## config.mk

```make
export PLATFORM = sky130hd
export DESIGN_NAME = polygon_rect_clipper
export DESIGN_NICKNAME = d
export VERILOG_FILES = /design/src/hdl/prc_pkg.sv /design/src/hdl/prc_front.sv /design/src/hdl/prc_div.sv /design/src/hdl/prc_clip.sv /design/src/hdl/prc_out.sv /design/src/hdl/polygon_rect_clipper.sv
export VERILOG_INCLUDE_DIRS = /design/src /design/src/hdl
export SDC_FILE = /design/constraint.sdc
export NUM_CORES = 2
export LEC_CHECK = 0
export ABC_AREA = 1
export BUFFER_PORTS_ARGS = -buffer_cell sky130_fd_sc_hd__buf_4
export CAP_MARGIN = 20
export CORE_MARGIN = 5
export CORE_UTILIZATION = 35
export CTS_BUF_LIST = sky130_fd_sc_hd__clkbuf_4 sky130_fd_sc_hd__clkbuf_8
export CTS_CLUSTER_SIZE = 30
export DETAILED_ROUTE_END_ITERATION = 7
export GPL_TIMING_DRIVEN = 1
export PLACE_DENSITY_LB_ADDON = 0.12
export REMOVE_ABC_BUFFERS = 1
export SLEW_MARGIN = 15
export SYNTH_ARGS = -nofsm -noshare
export SYNTH_HDL_FRONTEND = slang
export SYNTH_SLANG_ARGS = --single-unit
```

## constraint.sdc

```tcl
create_clock -name clk -period 8.92 [get_ports clk]
set_input_delay 0.892 -clock clk [delete_from_list [all_inputs] [get_ports clk]]
set_output_delay 0.892 -clock clk [all_outputs]
set_load 0.005 [all_outputs]
```

## src/hdl/assert_macros.svh

```systemverilog
// Assertion macros shared by the clipper modules.
`ifndef ASSERT_MACROS_SVH
`define ASSERT_MACROS_SVH
`ifndef SYNTH
`define AST_IMPL(lbl, ante, cons, msg) \
lbl: assert property (@(posedge clk) disable iff (!arst_n) (ante) |-> (cons)) else $error(msg);
`define AST_NEXT(lbl, ante, cons, msg) \
lbl: assert property (@(posedge clk) disable iff (!arst_n) (ante) |=> (cons)) else $error(msg);
`else
`define AST_IMPL(lbl, ante, cons, msg)
`define AST_NEXT(lbl, ante, cons, msg)
`endif
`endif

```

## src/hdl/prc_pkg.sv

```systemverilog
// Types, constants and codes shared by the polygon clipper.
`timescale 1ns / 1ps
package prc_pkg;
	localparam int COORD_BITS = 16;
	localparam int QDEPTH = 4;
	localparam int QPTR_W = $clog2(QDEPTH);
	localparam int QCNT_W = $clog2(QDEPTH + 1);
	localparam int DCNT_W = $clog2(COORD_BITS + 1);
	// most words one event can raise in a stage: crossing, vertex, close
	localparam int MAX_EMIT = 3;

	typedef logic signed [COORD_BITS-1:0] coord_t;

	typedef struct packed {
		coord_t x;
		coord_t y;
		logic   close;
	} ev_t;

	typedef struct packed {
		coord_t xmin;
		coord_t ymin;
		coord_t xmax;
		coord_t ymax;
	} win_t;

	localparam logic [1:0] REG_XMIN = 2'd0;
	localparam logic [1:0] REG_YMIN = 2'd1;
	localparam logic [1:0] REG_XMAX = 2'd2;
	localparam logic [1:0] REG_YMAX = 2'd3;

	localparam logic [1:0] STG_XMIN = 2'd0;
	localparam logic [1:0] STG_XMAX = 2'd1;
	localparam logic [1:0] STG_YMIN = 2'd2;
	localparam logic [1:0] STG_YMAX = 2'd3;

	localparam coord_t RST_XMIN = coord_t'(0);
	localparam coord_t RST_YMIN = coord_t'(0);
	localparam coord_t RST_XMAX = coord_t'(1023);
	localparam coord_t RST_YMAX = coord_t'(1023);
endpackage

```

## src/hdl/prc_front.sv

```systemverilog
// Input side: accept vertex words and queue them as vertex and close events.
`timescale 1ns / 1ps
module prc_front import prc_pkg::*; (
	input  logic   clk,
	input  logic   arst_n,
	input  logic   in_valid,
	output logic   in_stall,
	input  coord_t vx,
	input  coord_t vy,
	input  logic   vlast,
	output logic   ev_valid,
	output ev_t    ev_head,
	input  logic   ev_pop
);
	ev_t               mem_q [QDEPTH];
	logic [QPTR_W-1:0] wr_q;
	logic [QPTR_W-1:0] rd_q;
	logic [QCNT_W-1:0] cnt_q;
	logic              accept;
	logic [QCNT_W-1:0] n_push;

	// keep room for a vertex and its close
	assign in_stall = cnt_q > QCNT_W'(QDEPTH - 2);
	assign accept   = in_valid & ~in_stall;
	assign n_push   = accept ? (vlast ? QCNT_W'(2) : QCNT_W'(1)) : '0;
	assign ev_valid = cnt_q != '0;
	assign ev_head  = mem_q[rd_q];

	always_ff @(posedge clk) begin
		if (accept) begin
			mem_q[wr_q] <= '{x: vx, y: vy, close: 1'b0};
			if (vlast) begin
				mem_q[wr_q + QPTR_W'(1)] <= '{x: '0, y: '0, close: 1'b1};
			end
		end
	end

	always_ff @(posedge clk or negedge arst_n) begin
		if (!arst_n) begin
			wr_q  <= '0;
			rd_q  <= '0;
			cnt_q <= '0;
		end else begin
			wr_q  <= wr_q + n_push[QPTR_W-1:0];
			rd_q  <= rd_q + QPTR_W'(ev_pop);
			cnt_q <= cnt_q + n_push - QCNT_W'(ev_pop);
		end
	end
endmodule

```

## src/hdl/prc_div.sv

```systemverilog
// Bit-serial restoring divider for the crossing quotient.
`timescale 1ns / 1ps
module prc_div import prc_pkg::*; (
	input  logic                    clk,
	input  logic                    arst_n,
	input  logic                    start,
	input  logic [2*COORD_BITS-1:0] dividend,
	input  logic [COORD_BITS-1:0]   divisor,
	output logic                    done,
	output logic [COORD_BITS-1:0]   quot
);
	logic [COORD_BITS-1:0] rem_q;
	logic [COORD_BITS-1:0] qsh_q;
	logic [COORD_BITS-1:0] den_q;
	logic [DCNT_W-1:0]     cnt_q;
	logic                  busy_q;
	logic                  done_q;
	logic [COORD_BITS:0]   trial;
	logic [COORD_BITS:0]   diff;
	logic                  ge;

	// quotient fits COORD_BITS since the high half stays below the divisor
	assign trial = {rem_q, qsh_q[COORD_BITS-1]};
	assign diff  = trial - {1'b0, den_q};
	assign ge    = trial >= {1'b0, den_q};
	assign done  = done_q;
	assign quot  = qsh_q;

	always_ff @(posedge clk) begin
		if (start) begin
			rem_q <= dividend[2*COORD_BITS-1:COORD_BITS];
			qsh_q <= dividend[COORD_BITS-1:0];
			den_q <= divisor;
		end else if (busy_q) begin
			rem_q <= ge ? diff[COORD_BITS-1:0] : trial[COORD_BITS-1:0];
			qsh_q <= {qsh_q[COORD_BITS-2:0], ge};
		end
	end

	always_ff @(posedge clk or negedge arst_n) begin
		if (!arst_n) begin
			cnt_q  <= '0;
			busy_q <= 1'b0;
			done_q <= 1'b0;
		end else begin
			done_q <= 1'b0;
			if (start) begin
				cnt_q  <= DCNT_W'(COORD_BITS);
				busy_q <= 1'b1;
			end else if (busy_q) begin
				cnt_q <= cnt_q - DCNT_W'(1);
				if (cnt_q == DCNT_W'(1)) begin
					busy_q <= 1'b0;
					done_q <= 1'b1;
				end
			end
		end
	end
endmodule

```

## src/hdl/prc_clip.sv

```systemverilog
// Clip engine: four border stages run one event at a time on a shared datapath.
`timescale 1ns / 1ps
`include "assert_macros.svh"
module prc_clip import prc_pkg::*; (
	input  logic              clk,
	input  logic              arst_n,
	input  win_t              win,
	input  logic              ev_valid,
	input  ev_t               ev_head,
	output logic              ev_pop,
	input  logic [QCNT_W-1:0] out_space,
	output logic              out_push,
	output ev_t               out_ev
);
	localparam int W = COORD_BITS;
	localparam logic [3:0] S_PICK = 4'd0;
	localparam logic [3:0] S_EVAL = 4'd1;
	localparam logic [3:0] S_PREP = 4'd2;
	localparam logic [3:0] S_MUL  = 4'd3;
	localparam logic [3:0] S_DST  = 4'd4;
	localparam logic [3:0] S_DIV  = 4'd5;
	localparam logic [3:0] S_FIN  = 4'd6;
	localparam logic [3:0] S_VTX  = 4'd7;
	localparam logic [3:0] S_CLS  = 4'd8;

	function automatic logic signed [W:0] sx(input coord_t v);
		return {v[W-1], v};
	endfunction

	function automatic logic [W-1:0] mag(input logic signed [W:0] v);
		logic [W:0] t;
		t = v[W] ? (~v + 1'b1) : v;
		return t[W-1:0];
	endfunction

	function automatic logic in_win(input logic [1:0] s, input win_t w,
	                                input coord_t x, input coord_t y);
		logic r;
		case (s)
			STG_XMIN: r = $signed(x) >= $signed(w.xmin);
			STG_XMAX: r = $signed(x) <= $signed(w.xmax);
			STG_YMIN: r = $signed(y) >= $signed(w.ymin);
			STG_YMAX: r = $signed(y) <= $signed(w.ymax);
			default:  r = 1'b0;
		endcase
		return r;
	endfunction

	// stage queues feeding the second, third and fourth stage
	ev_t               qm_q [3][QDEPTH];
	logic [QPTR_W-1:0] qwr_q [3];
	logic [QPTR_W-1:0] qrd_q [3];
	logic [QCNT_W-1:0] qcnt_q [3];
	ev_t               qhd [3];
	logic [2:0]        qpush;
	logic [2:0]        qpop;

	coord_t first_x_q [4];
	coord_t first_y_q [4];
	coord_t prev_x_q [4];
	coord_t prev_y_q [4];
	logic [3:0] started_q;

	logic [3:0] st_q;
	logic [1:0] stg_q;
	ev_t        ev_q;

	logic   need_vtx_q, need_close_q;
	coord_t cx_q, cy_q, ox_q, oy_q, ix_q, iy_q;

	logic [W-1:0]   md_q, ma_q, mn_q;
	logic           neg_q, vert_q;
	coord_t         base_q, bord_q;
	logic [2*W-1:0] prod_q;

	logic [1:0] cand;
	logic       pick_go;
	ev_t        pick_ev;

	coord_t px, py, cx, cy;
	logic   edge_en, pin, cin, e_cross, e_vtx;

	logic              vert;
	coord_t            bord;
	logic signed [W:0] dd, da, dn;

	logic              div_start, div_done;
	logic [W-1:0]      div_quot;
	logic [W-1:0]      qv;
	logic signed [W:0] res;
	coord_t            res_c;
	logic              push_any;
	ev_t               push_ev;

	for (genvar k = 0; k < 3; k++) begin : g_qhd
		assign qhd[k] = qm_q[k][qrd_q[k]];
	end

	// serve the deepest stage first so each queue stays short
	always_comb begin
		cand    = STG_XMIN;
		pick_go = 1'b0;
		pick_ev = ev_head;
		if (qcnt_q[2] != '0) begin
			cand    = STG_YMAX;
			pick_go = out_space >= QCNT_W'(MAX_EMIT);
			pick_ev = qhd[2];
		end else if (qcnt_q[1] != '0) begin
			cand    = STG_YMIN;
			pick_go = 1'b1;
			pick_ev = qhd[1];
		end else if (qcnt_q[0] != '0) begin
			cand    = STG_XMAX;
			pick_go = 1'b1;
			pick_ev = qhd[0];
		end else if (ev_valid) begin
			pick_go = 1'b1;
		end
		if (st_q != S_PICK) begin
			pick_go = 1'b0;
		end
	end

	assign ev_pop = pick_go && cand == STG_XMIN;
	always_comb begin
		qpop = '0;
		if (pick_go) begin
			case (cand)
				STG_XMAX: qpop[0] = 1'b1;
				STG_YMIN: qpop[1] = 1'b1;
				STG_YMAX: qpop[2] = 1'b1;
				default:  qpop    = '0;
			endcase
		end
	end

	// edge classification for the event in hand
	always_comb begin
		px      = prev_x_q[stg_q];
		py      = prev_y_q[stg_q];
		edge_en = started_q[stg_q];
		if (ev_q.close) begin
			cx = first_x_q[stg_q];
			cy = first_y_q[stg_q];
		end else begin
			cx = ev_q.x;
			cy = ev_q.y;
		end
		pin     = in_win(stg_q, win, px, py);
		cin     = in_win(stg_q, win, cx, cy);
		e_cross = edge_en & (pin ^ cin);
		e_vtx   = edge_en & cin;
	end

	// crossing operands: o is the outside end, i the inside end
	always_comb begin
		vert = ~stg_q[1];
		case (stg_q)
			STG_XMIN: bord = win.xmin;
			STG_XMAX: bord = win.xmax;
			STG_YMIN: bord = win.ymin;
			STG_YMAX: bord = win.ymax;
			default:  bord = win.xmin;
		endcase
		if (vert) begin
			dd = sx(iy_q) - sx(oy_q);
			da = sx(bord) - sx(ox_q);
			dn = sx(ix_q) - sx(ox_q);
		end else begin
			dd = sx(ix_q) - sx(ox_q);
			da = sx(bord) - sx(oy_q);
			dn = sx(iy_q) - sx(oy_q);
		end
	end

	assign div_start = st_q == S_DST;

	prc_div u_div (
		.clk      (clk),
		.arst_n   (arst_n),
		.start    (div_start),
		.dividend (prod_q),
		.divisor  (mn_q),
		.done     (div_done),
		.quot     (div_quot)
	);

	assign qv    = (mn_q == '0) ? '0 : div_quot;
	assign res   = neg_q ? sx(base_q) - $signed({1'b0, qv}) : sx(base_q) + $signed({1'b0, qv});
	assign res_c = res[W-1:0];

	always_comb begin
		push_any = 1'b0;
		push_ev  = '{x: cx_q, y: cy_q, close: 1'b0};
		case (st_q)
			S_FIN: begin
				push_any = 1'b1;
				push_ev  = vert_q ? '{x: bord_q, y: res_c, close: 1'b0}
				                  : '{x: res_c, y: bord_q, close: 1'b0};
			end
			S_VTX: begin
				push_any = 1'b1;
			end
			S_CLS: begin
				push_any = 1'b1;
				push_ev  = '{x: '0, y: '0, close: 1'b1};
			end
			default: push_any = 1'b0;
		endcase
	end

	assign out_push = push_any && stg_q == STG_YMAX;
	assign out_ev   = push_ev;
	always_comb begin
		qpush = '0;
		if (push_any) begin
			case (stg_q)
				STG_XMIN: qpush[0] = 1'b1;
				STG_XMAX: qpush[1] = 1'b1;
				STG_YMIN: qpush[2] = 1'b1;
				default:  qpush    = '0;
			endcase
		end
	end

	always_ff @(posedge clk) begin
		for (int k = 0; k < 3; k++) begin
			if (qpush[k]) begin
				qm_q[k][qwr_q[k]] <= push_ev;
			end
		end
		if (pick_go) begin
			ev_q <= pick_ev;
		end
		if (st_q == S_EVAL) begin
			cx_q         <= cx;
			cy_q         <= cy;
			ox_q         <= cin ? px : cx;
			oy_q         <= cin ? py : cy;
			ix_q         <= cin ? cx : px;
			iy_q         <= cin ? cy : py;
			need_vtx_q   <= e_vtx;
			need_close_q <= ev_q.close;
			if (!ev_q.close) begin
				if (!started_q[stg_q]) begin
					first_x_q[stg_q] <= ev_q.x;
					first_y_q[stg_q] <= ev_q.y;
				end
				prev_x_q[stg_q] <= ev_q.x;
				prev_y_q[stg_q] <= ev_q.y;
			end
		end
		if (st_q == S_PREP) begin
			md_q   <= mag(dd);
			ma_q   <= mag(da);
			mn_q   <= mag(dn);
			neg_q  <= dd[W] ^ da[W] ^ dn[W];
			base_q <= vert ? oy_q : ox_q;
			bord_q <= bord;
			vert_q <= vert;
		end
		if (st_q == S_MUL) begin
			prod_q <= (2*W)'(md_q) * (2*W)'(ma_q);
		end
	end

	always_ff @(posedge clk or negedge arst_n) begin
		if (!arst_n) begin
			st_q      <= S_PICK;
			stg_q     <= STG_XMIN;
			started_q <= '0;
			for (int k = 0; k < 3; k++) begin
				qwr_q[k]  <= '0;
				qrd_q[k]  <= '0;
				qcnt_q[k] <= '0;
			end
		end else begin
			for (int k = 0; k < 3; k++) begin
				qwr_q[k]  <= qwr_q[k] + QPTR_W'(qpush[k]);
				qrd_q[k]  <= qrd_q[k] + QPTR_W'(qpop[k]);
				qcnt_q[k] <= qcnt_q[k] + QCNT_W'(qpush[k]) - QCNT_W'(qpop[k]);
			end
			case (st_q)
				S_PICK: begin
					if (pick_go) begin
						stg_q <= cand;
						st_q  <= S_EVAL;
					end
				end
				S_EVAL: begin
					started_q[stg_q] <= ~ev_q.close;
					if (e_cross) st_q <= S_PREP;
					else if (e_vtx) st_q <= S_VTX;
					else if (ev_q.close) st_q <= S_CLS;
					else st_q <= S_PICK;
				end
				S_PREP: st_q <= S_MUL;
				S_MUL:  st_q <= (mn_q == '0) ? S_FIN : S_DST;
				S_DST:  st_q <= S_DIV;
				S_DIV: begin
					if (div_done) st_q <= S_FIN;
				end
				S_FIN: begin
					if (need_vtx_q) st_q <= S_VTX;
					else if (need_close_q) st_q <= S_CLS;
					else st_q <= S_PICK;
				end
				S_VTX:  st_q <= need_close_q ? S_CLS : S_PICK;
				S_CLS:  st_q <= S_PICK;
				default: st_q <= S_PICK;
			endcase
		end
	end

	`AST_IMPL(a_pick_room, pick_go && cand == STG_YMAX, out_space >= QCNT_W'(MAX_EMIT), "no room")
	`AST_IMPL(a_out_room, out_push, out_space != '0, "push into full output queue")
	`AST_IMPL(a_div_state, div_done, st_q == S_DIV, "divider done outside wait state")
endmodule

```

## src/hdl/prc_out.sv

```systemverilog
// Output side: hold back one vertex so the final one can carry olast.
`timescale 1ns / 1ps
`include "assert_macros.svh"
module prc_out import prc_pkg::*; (
	input  logic              clk,
	input  logic              arst_n,
	input  logic              push,
	input  ev_t               push_ev,
	output logic [QCNT_W-1:0] space,
	output logic              out_valid,
	input  logic              out_stall,
	output coord_t            ox,
	output coord_t            oy,
	output logic              olast,
	output logic              oempty
);
	ev_t               mem_q [QDEPTH];
	logic [QPTR_W-1:0] wr_q;
	logic [QPTR_W-1:0] rd_q;
	logic [QCNT_W-1:0] cnt_q;
	ev_t               head;
	coord_t            hold_x_q, hold_y_q;
	logic              hold_v_q;
	coord_t            ox_q, oy_q;
	logic              olast_q, oempty_q, ov_q;
	logic              can_load, pop, load;

	assign space    = QCNT_W'(QDEPTH) - cnt_q;
	assign head     = mem_q[rd_q];
	assign can_load = ~ov_q | ~out_stall;
	assign pop      = (cnt_q != '0) && ((head.close || hold_v_q) ? can_load : 1'b1);
	assign load     = pop && (head.close || hold_v_q);

	assign out_valid = ov_q;
	assign ox        = ox_q;
	assign oy        = oy_q;
	assign olast     = olast_q;
	assign oempty    = oempty_q;

	always_ff @(posedge clk) begin
		if (push) begin
			mem_q[wr_q] <= push_ev;
		end
		if (pop && !head.close) begin
			hold_x_q <= head.x;
			hold_y_q <= head.y;
		end
		if (load) begin
			ox_q     <= hold_v_q ? hold_x_q : '0;
			oy_q     <= hold_v_q ? hold_y_q : '0;
			olast_q  <= head.close;
			oempty_q <= head.close & ~hold_v_q;
		end
	end

	always_ff @(posedge clk or negedge arst_n) begin
		if (!arst_n) begin
			wr_q     <= '0;
			rd_q     <= '0;
			cnt_q    <= '0;
			hold_v_q <= 1'b0;
			ov_q     <= 1'b0;
		end else begin
			wr_q  <= wr_q + QPTR_W'(push);
			rd_q  <= rd_q + QPTR_W'(pop);
			cnt_q <= cnt_q + QCNT_W'(push) - QCNT_W'(pop);
			if (pop) begin
				hold_v_q <= ~head.close;
			end
			if (load) begin
				ov_q <= 1'b1;
			end else if (!out_stall) begin
				ov_q <= 1'b0;
			end
		end
	end

	`AST_IMPL(a_q_room, push, cnt_q != QCNT_W'(QDEPTH) || pop, "output queue overflow")
	`AST_IMPL(a_empty_last, out_valid && oempty, olast, "empty word without last flag")
	`AST_NEXT(a_hold_set, pop && !head.close, hold_v_q, "vertex not held after pop")
endmodule

```

## src/hdl/polygon_rect_clipper.sv

```systemverilog
// Path: an accepted vertex runs through the front queue, the four clip stages in turn and the
// output queue; a vertex itself leaves only once the next vertex or the close arrives.
// Steps: in each clip stage an event is picked, classified and emitted, one event at a time, and
// the engine takes no new event until the last is done; each crossing also waits on the
// bit-serial divider shared by all four stages.
// Reset: arst_n clears queues, stage flags and the held vertex; the window returns to
// xmin = ymin = 0, xmax = ymax = 1023.
`timescale 1ns / 1ps
module polygon_rect_clipper import prc_pkg::*; (
	input  logic         clk,
	input  logic         arst_n,
	input  logic         in_valid,
	output logic         in_stall,
	input  coord_t       vx,
	input  coord_t       vy,
	input  logic         vlast,
	output logic         out_valid,
	input  logic         out_stall,
	output coord_t       ox,
	output coord_t       oy,
	output logic         olast,
	output logic         oempty,
	input  logic         cfg_we,
	input  logic [1:0]   cfg_idx,
	input  coord_t       cfg_wdata
);
	// window registers, to be written by the user only while the block is idle; the block itself does not enforce it
	win_t win_q;

	// event word between front and clip engine
	logic ev_valid;
	ev_t  ev_head;
	logic ev_pop;

	// word from the last clip stage into the output queue
	logic              o_push;
	ev_t               o_ev;
	logic [QCNT_W-1:0] o_space;

	always_ff @(posedge clk or negedge arst_n) begin
		if (!arst_n) begin
			win_q.xmin <= RST_XMIN;
			win_q.ymin <= RST_YMIN;
			win_q.xmax <= RST_XMAX;
			win_q.ymax <= RST_YMAX;
		end else if (cfg_we) begin
			case (cfg_idx)
				REG_XMIN: win_q.xmin <= cfg_wdata;
				REG_YMIN: win_q.ymin <= cfg_wdata;
				REG_XMAX: win_q.xmax <= cfg_wdata;
				REG_YMAX: win_q.ymax <= cfg_wdata;
				default:  win_q      <= win_q;
			endcase
		end
	end

	// front: split each accepted vertex into a vertex event and, on vlast, a close event
	prc_front u_front (
		.clk      (clk),
		.arst_n   (arst_n),
		.in_valid (in_valid),
		.in_stall (in_stall),
		.vx       (vx),
		.vy       (vy),
		.vlast    (vlast),
		.ev_valid (ev_valid),
		.ev_head  (ev_head),
		.ev_pop   (ev_pop)
	);

	// back: clip against xmin, xmax, ymin, ymax in turn
	prc_clip u_clip (
		.clk       (clk),
		.arst_n    (arst_n),
		.win       (win_q),
		.ev_valid  (ev_valid),
		.ev_head   (ev_head),
		.ev_pop    (ev_pop),
		.out_space (o_space),
		.out_push  (o_push),
		.out_ev    (o_ev)
	);

	// output: hold one vertex back, flag the last, emit the empty word when nothing survives
	prc_out u_out (
		.clk       (clk),
		.arst_n    (arst_n),
		.push      (o_push),
		.push_ev   (o_ev),
		.space     (o_space),
		.out_valid (out_valid),
		.out_stall (out_stall),
		.ox        (ox),
		.oy        (oy),
		.olast     (olast),
		.oempty    (oempty)
	);
endmodule
```

## Yosys cells after proc, flatten, opt, wreduce, memory -nomap -nowiden

Memories as Yosys holds them, arrays and structs flattened.
Index checks and enable logic that the tools add are counted.

| word-level totals | value |
|---|---|
| word-level logic and storage cells | 308 |
| bits of input ports | 56 |
| memories | 7 |
| RAM bits | 916 |
| register bits | 477 |

| cells by class | value |
|---|---|
| add/sub/neg operators | 33 |
| order comparisons | 22 |
| multiplexer cells | 113 |
| bitwise operators | 24 |
| equality and inequality tests | 21 |
| $mul | 1 |
| reductions and logical operators | 32 |

Memories:

| memory | words | width | rd ports | clocked after memory_dff | wr ports | RTL line | source |
|---|---|---|---|---|---|---|---|
| u_clip.qm_q | 3 | 132 | 3 | 0 | 1 | prc_clip.sv:50 | `ev_t qm_q [3][QDEPTH];` |
| u_front.mem_q | 4 | 33 | 1 | 0 | 2 | prc_front.sv:15 | `ev_t mem_q [QDEPTH];` |
| u_out.mem_q | 4 | 33 | 1 | 0 | 1 | prc_out.sv:17 | `ev_t mem_q [QDEPTH];` |
| u_clip.first_x_q | 4 | 16 | 1 | 0 | 1 | prc_clip.sv:58 | `coord_t first_x_q [4];` |
| u_clip.first_y_q | 4 | 16 | 1 | 0 | 1 | prc_clip.sv:59 | `coord_t first_y_q [4];` |
| u_clip.prev_x_q | 4 | 16 | 1 | 0 | 1 | prc_clip.sv:60 | `coord_t prev_x_q [4];` |
| +1 memories | n/a | n/a | n/a | n/a | n/a | n/a |  |

Operators with widths:

| cell | count |
|---|---|
| 132-bit 2-to-1 mux | 7 |
| 33-bit 2-to-1 mux | 13 |
| 16-bit 2-to-1 mux | 17 |
| 132-bit OR reduction | 2 |
| 33-bit binary-select mux with 2-bit select | 3 |
| 33-bit demux with 2-bit select | 3 |
| 16-bit by 16-bit subtractor with 17-bit output | 4 |
| 33-bit one-hot mux with 2 select lines | 1 |
| 16-bit greater-or-equal comparator | 4 |
| 16-bit less-or-equal comparator | 4 |
| 16-bit one-hot mux with 4 select lines | 1 |
| 17-bit 2-to-1 mux | 3 |
| 16-bit by 1-bit adder with 16-bit output (second input constant) | 3 |
| 16-bit inverter | 3 |
| 1-bit 2-to-1 mux | 41 |
| 16-bit by 16-bit multiplier with 32-bit output | 1 |
| 4-bit one-hot mux with 8 select lines | 1 |
| 16-bit subtractor | 2 |
| 4-bit 2-to-1 mux | 7 |
| 2-bit by 1-bit adder with 2-bit output | 9 |
| 3-bit greater-or-equal comparator (second input constant) | 6 |
| 2-bit inverter with 3-bit output | 6 |
| 17-bit by 16-bit greater-or-equal comparator with 1-bit output | 1 |
| 16-bit adder | 1 |
| other kinds (43) | 103 |

## Logic depth before layout (Yosys ltp)

| logic depth | value |
|---|---|
| depth after elaboration | 9 |
| gate-level depth with buffers | 29 |

## Cells and area by module

A second synthesis with hierarchy kept.

| unflattened totals | value |
|---|---|
| cells, all modules | 7651 |
| area total of the unflattened synthesis | 74417.6 um^2 |

By module, submodules not included:

| module | area each (um^2) | instances | cells each | seq. area each (um^2) |
|---|---|---|---|---|
| prc_clip | 54005.5 | 1 | 5347 | 27711.6 |
| prc_out | 7637.3 | 1 | 515 | 6170.9 |
| prc_front | 6593.8 | 1 | 1059 | 2817.7 |
| prc_div | 3544.6 | 1 | 445 | 1616.6 |
| polygon_rect_clipper | 2636.3 | 1 | 285 | 1626.6 |

## Worst setup path before layout

No wires, ideal clock.

| timing | value |
|---|---|
| path type | register -> register |
| start point | register u_clip.st_q[3] |
| end point | register u_clip.base_q[0] (enable) |
| clock period less this slack | 6842 ps |
| buffers on the path | 0 |
| cell stages (with the launch flop) | 4 |
| setup slack | 2078 ps |
| data arrival time | 6216 ps |
| cell sequence | dfrtp_1 nor2_1 inv_1 nor3_1 |

| on the way | value |
|---|---|
| word-level cells in the longest chain between the ends | 1 |

RTL lines:

| item | RTL line | source |
|---|---|---|
| start, declared | prc_clip.sv:64 | `logic [3:0] st_q;` |
| start signal, assigned | prc_clip.sv:298 | `S_MUL: st_q <= (mn_q == '0) ? S_FIN : S_DST;` |
| start signal, assigned | prc_clip.sv:308 | `S_VTX: st_q <= need_close_q ? S_CLS : S_PICK;` |
| 4-bit by 2-bit equality test with 1-bit output | prc_clip.sv:253 | `if (st_q == S_PREP) begin` |
| end signal, assigned | prc_clip.sv:258 | `base_q <= vert ? oy_q : ox_q;` |
| end, declared | prc_clip.sv:73 | `coord_t base_q, bord_q;` |

Every way passes these cells.
A chain may end at the register's enable or synchronous reset.

## Final worst setup path

| timing | value |
|---|---|
| start point | register u_clip.stg_q[1] |
| end point | register u_clip.ix_q[0] (data pin) |

| on the way | value |
|---|---|
| word-level cells in the longest chain between the ends | 5 |
| elaborated cells on any way between the ends | 15 |

RTL lines:

| item | RTL line | source |
|---|---|---|
| start, declared | prc_clip.sv:65 | `logic [1:0] stg_q;` |
| start signal, assigned | prc_clip.sv:286 | `stg_q <= cand;` |
| memory read 4 x 16 bit (*) | n/a |  |
| 16-bit 2-to-1 mux (*) | prc_clip.sv:142 | `if (ev_q.close) begin` |
| via u_clip.cy[9] | prc_clip.sv:80 | `coord_t px, py, cx, cy;` |
| 16-bit less-or-equal comparator or 16-bit greater-or-equal comparator (tied branches) | prc_clip.sv:43, prc_clip.sv:42 |  |
| 1-bit one-hot mux with 4 select lines (*) | prc_clip.sv:39 | `case (s)` |
| 16-bit 2-to-1 mux (*) | prc_clip.sv:240 | `ix_q <= cin ? cx : px;` |
| end signal, assigned | prc_clip.sv:240 |  |
| end, declared | prc_clip.sv:69 | `coord_t cx_q, cy_q, ox_q, oy_q, ix_q, iy_q;` |

The timed path passes the listed nets; every way through them passes the cells marked *.

==> summary.txt <==
Route
  • WL met2: 112000 um
  • Max layer used: met4
  • DRC Markers: 0
  • Vias per cell: 5.06
  • WL met1: 99000 um
  • 1st-iter DRT viols: 3955
  • Mean routed wirelength per cell: 22.3 um
  • Via count: 51900
  • Antenna-violating nets left: 0
  • Pre-antenna DRT Iters: 7
  • WL final: 228000 um
  • Metal3 WL: 9740 um

Yosys
  • Post-synth top cells: nand2_1, edfxtp_1, inv_1
  • Top cells by area, synth: edfxtp_1, nand2_1, ha_1
  • Synthesized flop and latch total: 1393
  • Most frequent cell after synthesis: nand2_1
  • Cell Area, Synth: 72400 um^2
  • Synth Area per Inst: 10.1 um^2
  • Most used DFF post-synth: edfxtp_1
  • Synth area leader: edfxtp_1
  • EDFF count, synth: 1143
  • Register area share after synthesis: 0.552
  • Post-Synthesis Cells: 7200
  • Share of the synthesized area in the top cell type: 0.474
  • Asr flop ratio synth: 0.0847
  • Warnings, synthesis: 0
  • Synth cell types: 68

Timing
  • Setup TNS: 0 ns
  • Final hold vios: 0
  • Max-slew violations: 0
  • Final worst path period share: 0.743
  • Relative slew slack: 0.183
  • Minimum clock period: 6.63 ns
  • RSZ-0062 raised after global routing: false
  • Peak Freq: 151 MHz
  • Worst slew pin tran: 1.23 ns
  • Final Setup Violations: 0
  • Skew final: 0.0473 ns

Clock network
  • Reg clk slew, reported paths: 0.07 ns
  • TritonCTS Buffers: 240
  • CTS sink count: 1393
  • CTS HTree Levels: 4
  • CTS Buffer Depth: 3
  • Post-cts sizing count: 0
  • Clock Latency Late Sink: 0.99 ns
  • CTS tree: built
  • Clk root buf: clkbuf_8

Place
  • Port Buffers: 91
  • Final GP Congestion: 0.885
  • Detailed placer's ending HPWL: 159000 um

Floorplanning
  • IO Count: 92
  • Starting Density: 0.351
  • Die Footprint: 216000 um^2
  • Core Footprint: 206000 um^2
  • Die width: 465 um
  • Die Ht: 465 um
  • Site row count: 167

Run status
  • Status: finished, final reports clean

Finish
  • Area occupied by multi-input gates: 28000 um^2
  • P&R area growth vs syn: 12.5%
  • FILL cells: 20300
  • Nets: 7935
  • Share of cells above drive strength 1: 0.102
  • Sequential cell area: 40000 um^2

Min path
  • Hold path endpoint: u_out.out_valid
  • Min-Delay Path Depth: 3
  • Hold Startpoint: out_stall
  • HP Class: in2reg

Global routing
  • Pin count of the biggest net entering global routing: 84
  • Total Routing Usage GR: 0.208
  • Vias in the first global route: 51500
  • First-pass GRT wire length: 338000 um
  • Initial antenna violation count: 8
  • GRT overflow: 0

Critical path
  • Worst setup EP type: register
  • Reg-to-reg setup timing slack: 2.29 ns
  • R2R cell count: 22
  • CP Launch Type: register
  • CP required: 9.59 ns
  • Reg-to-reg endpoint: u_clip.ix_q[0]
  • Crit path kind: reg2reg
  • RR Startpoint: u_clip.stg_q[1]
  • Crit Path Max Fanout: 65
  • Crit path DAT: 7.30 ns

Flow run
  • MaxCap Viol Count: 0
==> repair_timing <==
action | CTS | global route
buffers inserted | 0 | 0
hold buffers | 1 | 0
hold endpoints to repair | 50 | 0
==> through the flow <==
stage / instance area (um^2) / worst slack [ns] / util / hold WS (ns) / std cells
final: 81400 / 2.29 / 0.394 / 0.167 / 10300
after global routing: 81400 / 1.78 / 0.394 / 0.107 / 10300
after CTS: 81400 / 2.37 / 0.394 / 0.0344 / 10300
after detailed placement: 76300 / 2.41 / 0.370 / 0.434 / 9794
after global placement: 76300 / 2.47 / 0.370 / 0.432 / 9792
after floorplan: 71000 / 0.402 / - / 0.423 / 6870
==> layout make-up <==
class | instances | share of cell area
Tap cell | 2704 | 0.0416
Clock inverter | 108 | 0.0101
Inverter | 897 | 0.0414
Antenna cell | 8 | 0.000246
Clock buffer | 348 | 0.0520
Sequential cell | 1393 | 0.491
Multi-Input combinational cell | 4580 | 0.343
Timing Repair Buffer | 222 | 0.0206
==> worst max path at each step <==
stage,depth (start not counted),from,slack [ns],end
detailed placement,20,u_clip.stg_q[1],2.41,u_clip.iy_q[13]
floorplan,3,u_clip.stg_q[1],0.40,u_clip.first_x_q[0][0]
CTS,20,u_clip.stg_q[1],2.37,u_clip.iy_q[13]
global route,19,u_clip.stg_q[1],1.78,u_clip.ix_q[6]
global placement,20,u_clip.stg_q[1],2.47,u_clip.ix_q[6]
finish,22,u_clip.stg_q[1],2.29,u_clip.ix_q[0]
==> per-layer routing <==
metal  track usage  vias to the layer above
met5             0                        -
met4        0.0703                        0
met3        0.0273                      352
met2         0.359                     1244
met1         0.270                    25500
li1              -                    24700
==> worst max-delay path: stages (launching register included) <==
cell and delay, ns:
dfrtp_4 0.79, inv_2 0.27, buf_4 0.36, nor2_4 0.64
buf_4 0.55, nand2_1 0.10, a41oi_1 0.84, ha_1 0.39
nand2_1 0.06, nand2_1 0.04, nand3_1 0.06, nand2_1 0.06
a21oi_1 0.20, nand2_1 0.09, nand2_1 0.06, nand3_1 0.10
nand2_1 0.11, nand3_2 0.13, nand2_2 0.08, buf_4 0.48
inv_2 0.53, nand2_1 0.16, o21ai_0 0.10
==> cell families (layout without fill, tap and decap cells) <==
group           Yosys count  count (layout)  share of synthesized area
simple gates           2410            2410                      0.136
compound gates         1494            1494                      0.116
flops                  1393            1393                      0.552
buf+inv                1227            1575                     0.0651
fa+ha+maj               545             545                      0.115
xor+xnor                131             131                     0.0162
other cells               0               8                          0
==> sequential cells by signal, summed over array words and instances (netlist names), 32 cells and up <==
signal	flops
u_clip.first_x_q	64
u_clip.prev_y_q	64
u_clip.prod_q	32
u_clip.first_y_q	64
u_front.mem_q	132
u_clip.qm_q	396
u_clip.ev_q	33
u_clip.prev_x_q	64
win_q	64
u_out.mem_q	132
==> cells in the final DEF (no fill, tap or decap), types with 14 or more instances in the layout <==
cell type / netlist / final
nand4_1: 49 / 49
nor3_2: 8 / 28
o22ai_1: 108 / 108
nand2_1: 1482 / 1482
nand2_2: 14 / 14
dfxtp_1: 132 / 132
clkbuf_8: 0 / 259
clkinv_2: 0 / 29
clkinv_1: 5 / 62
inv_1: 881 / 874
a21oi_1: 405 / 405
o32ai_1: 33 / 33
dfrtp_1: 98 / 91
a22oi_1: 79 / 79
ha_1: 341 / 341
dfstp_2: 20 / 20
xnor2_1: 45 / 45
nand3b_1: 14 / 14
nor3_1: 50 / 27
nand3_1: 183 / 182
buf_4: 9 / 218
xor2_1: 83 / 83
nor2_1: 551 / 541
o21ai_0: 676 / 653
o21ai_1: 26 / 49
and2_1: 20 / 20
fa_1: 204 / 204
clkbuf_4: 0 / 89
inv_2: 11 / 17
a31oi_1: 51 / 50
edfxtp_1: 1143 / 1143
o21bai_1: 14 / 14
Power is not shown: default switching activity piles up to over one toggle a cycle in this logic, so the estimate is an artifact.
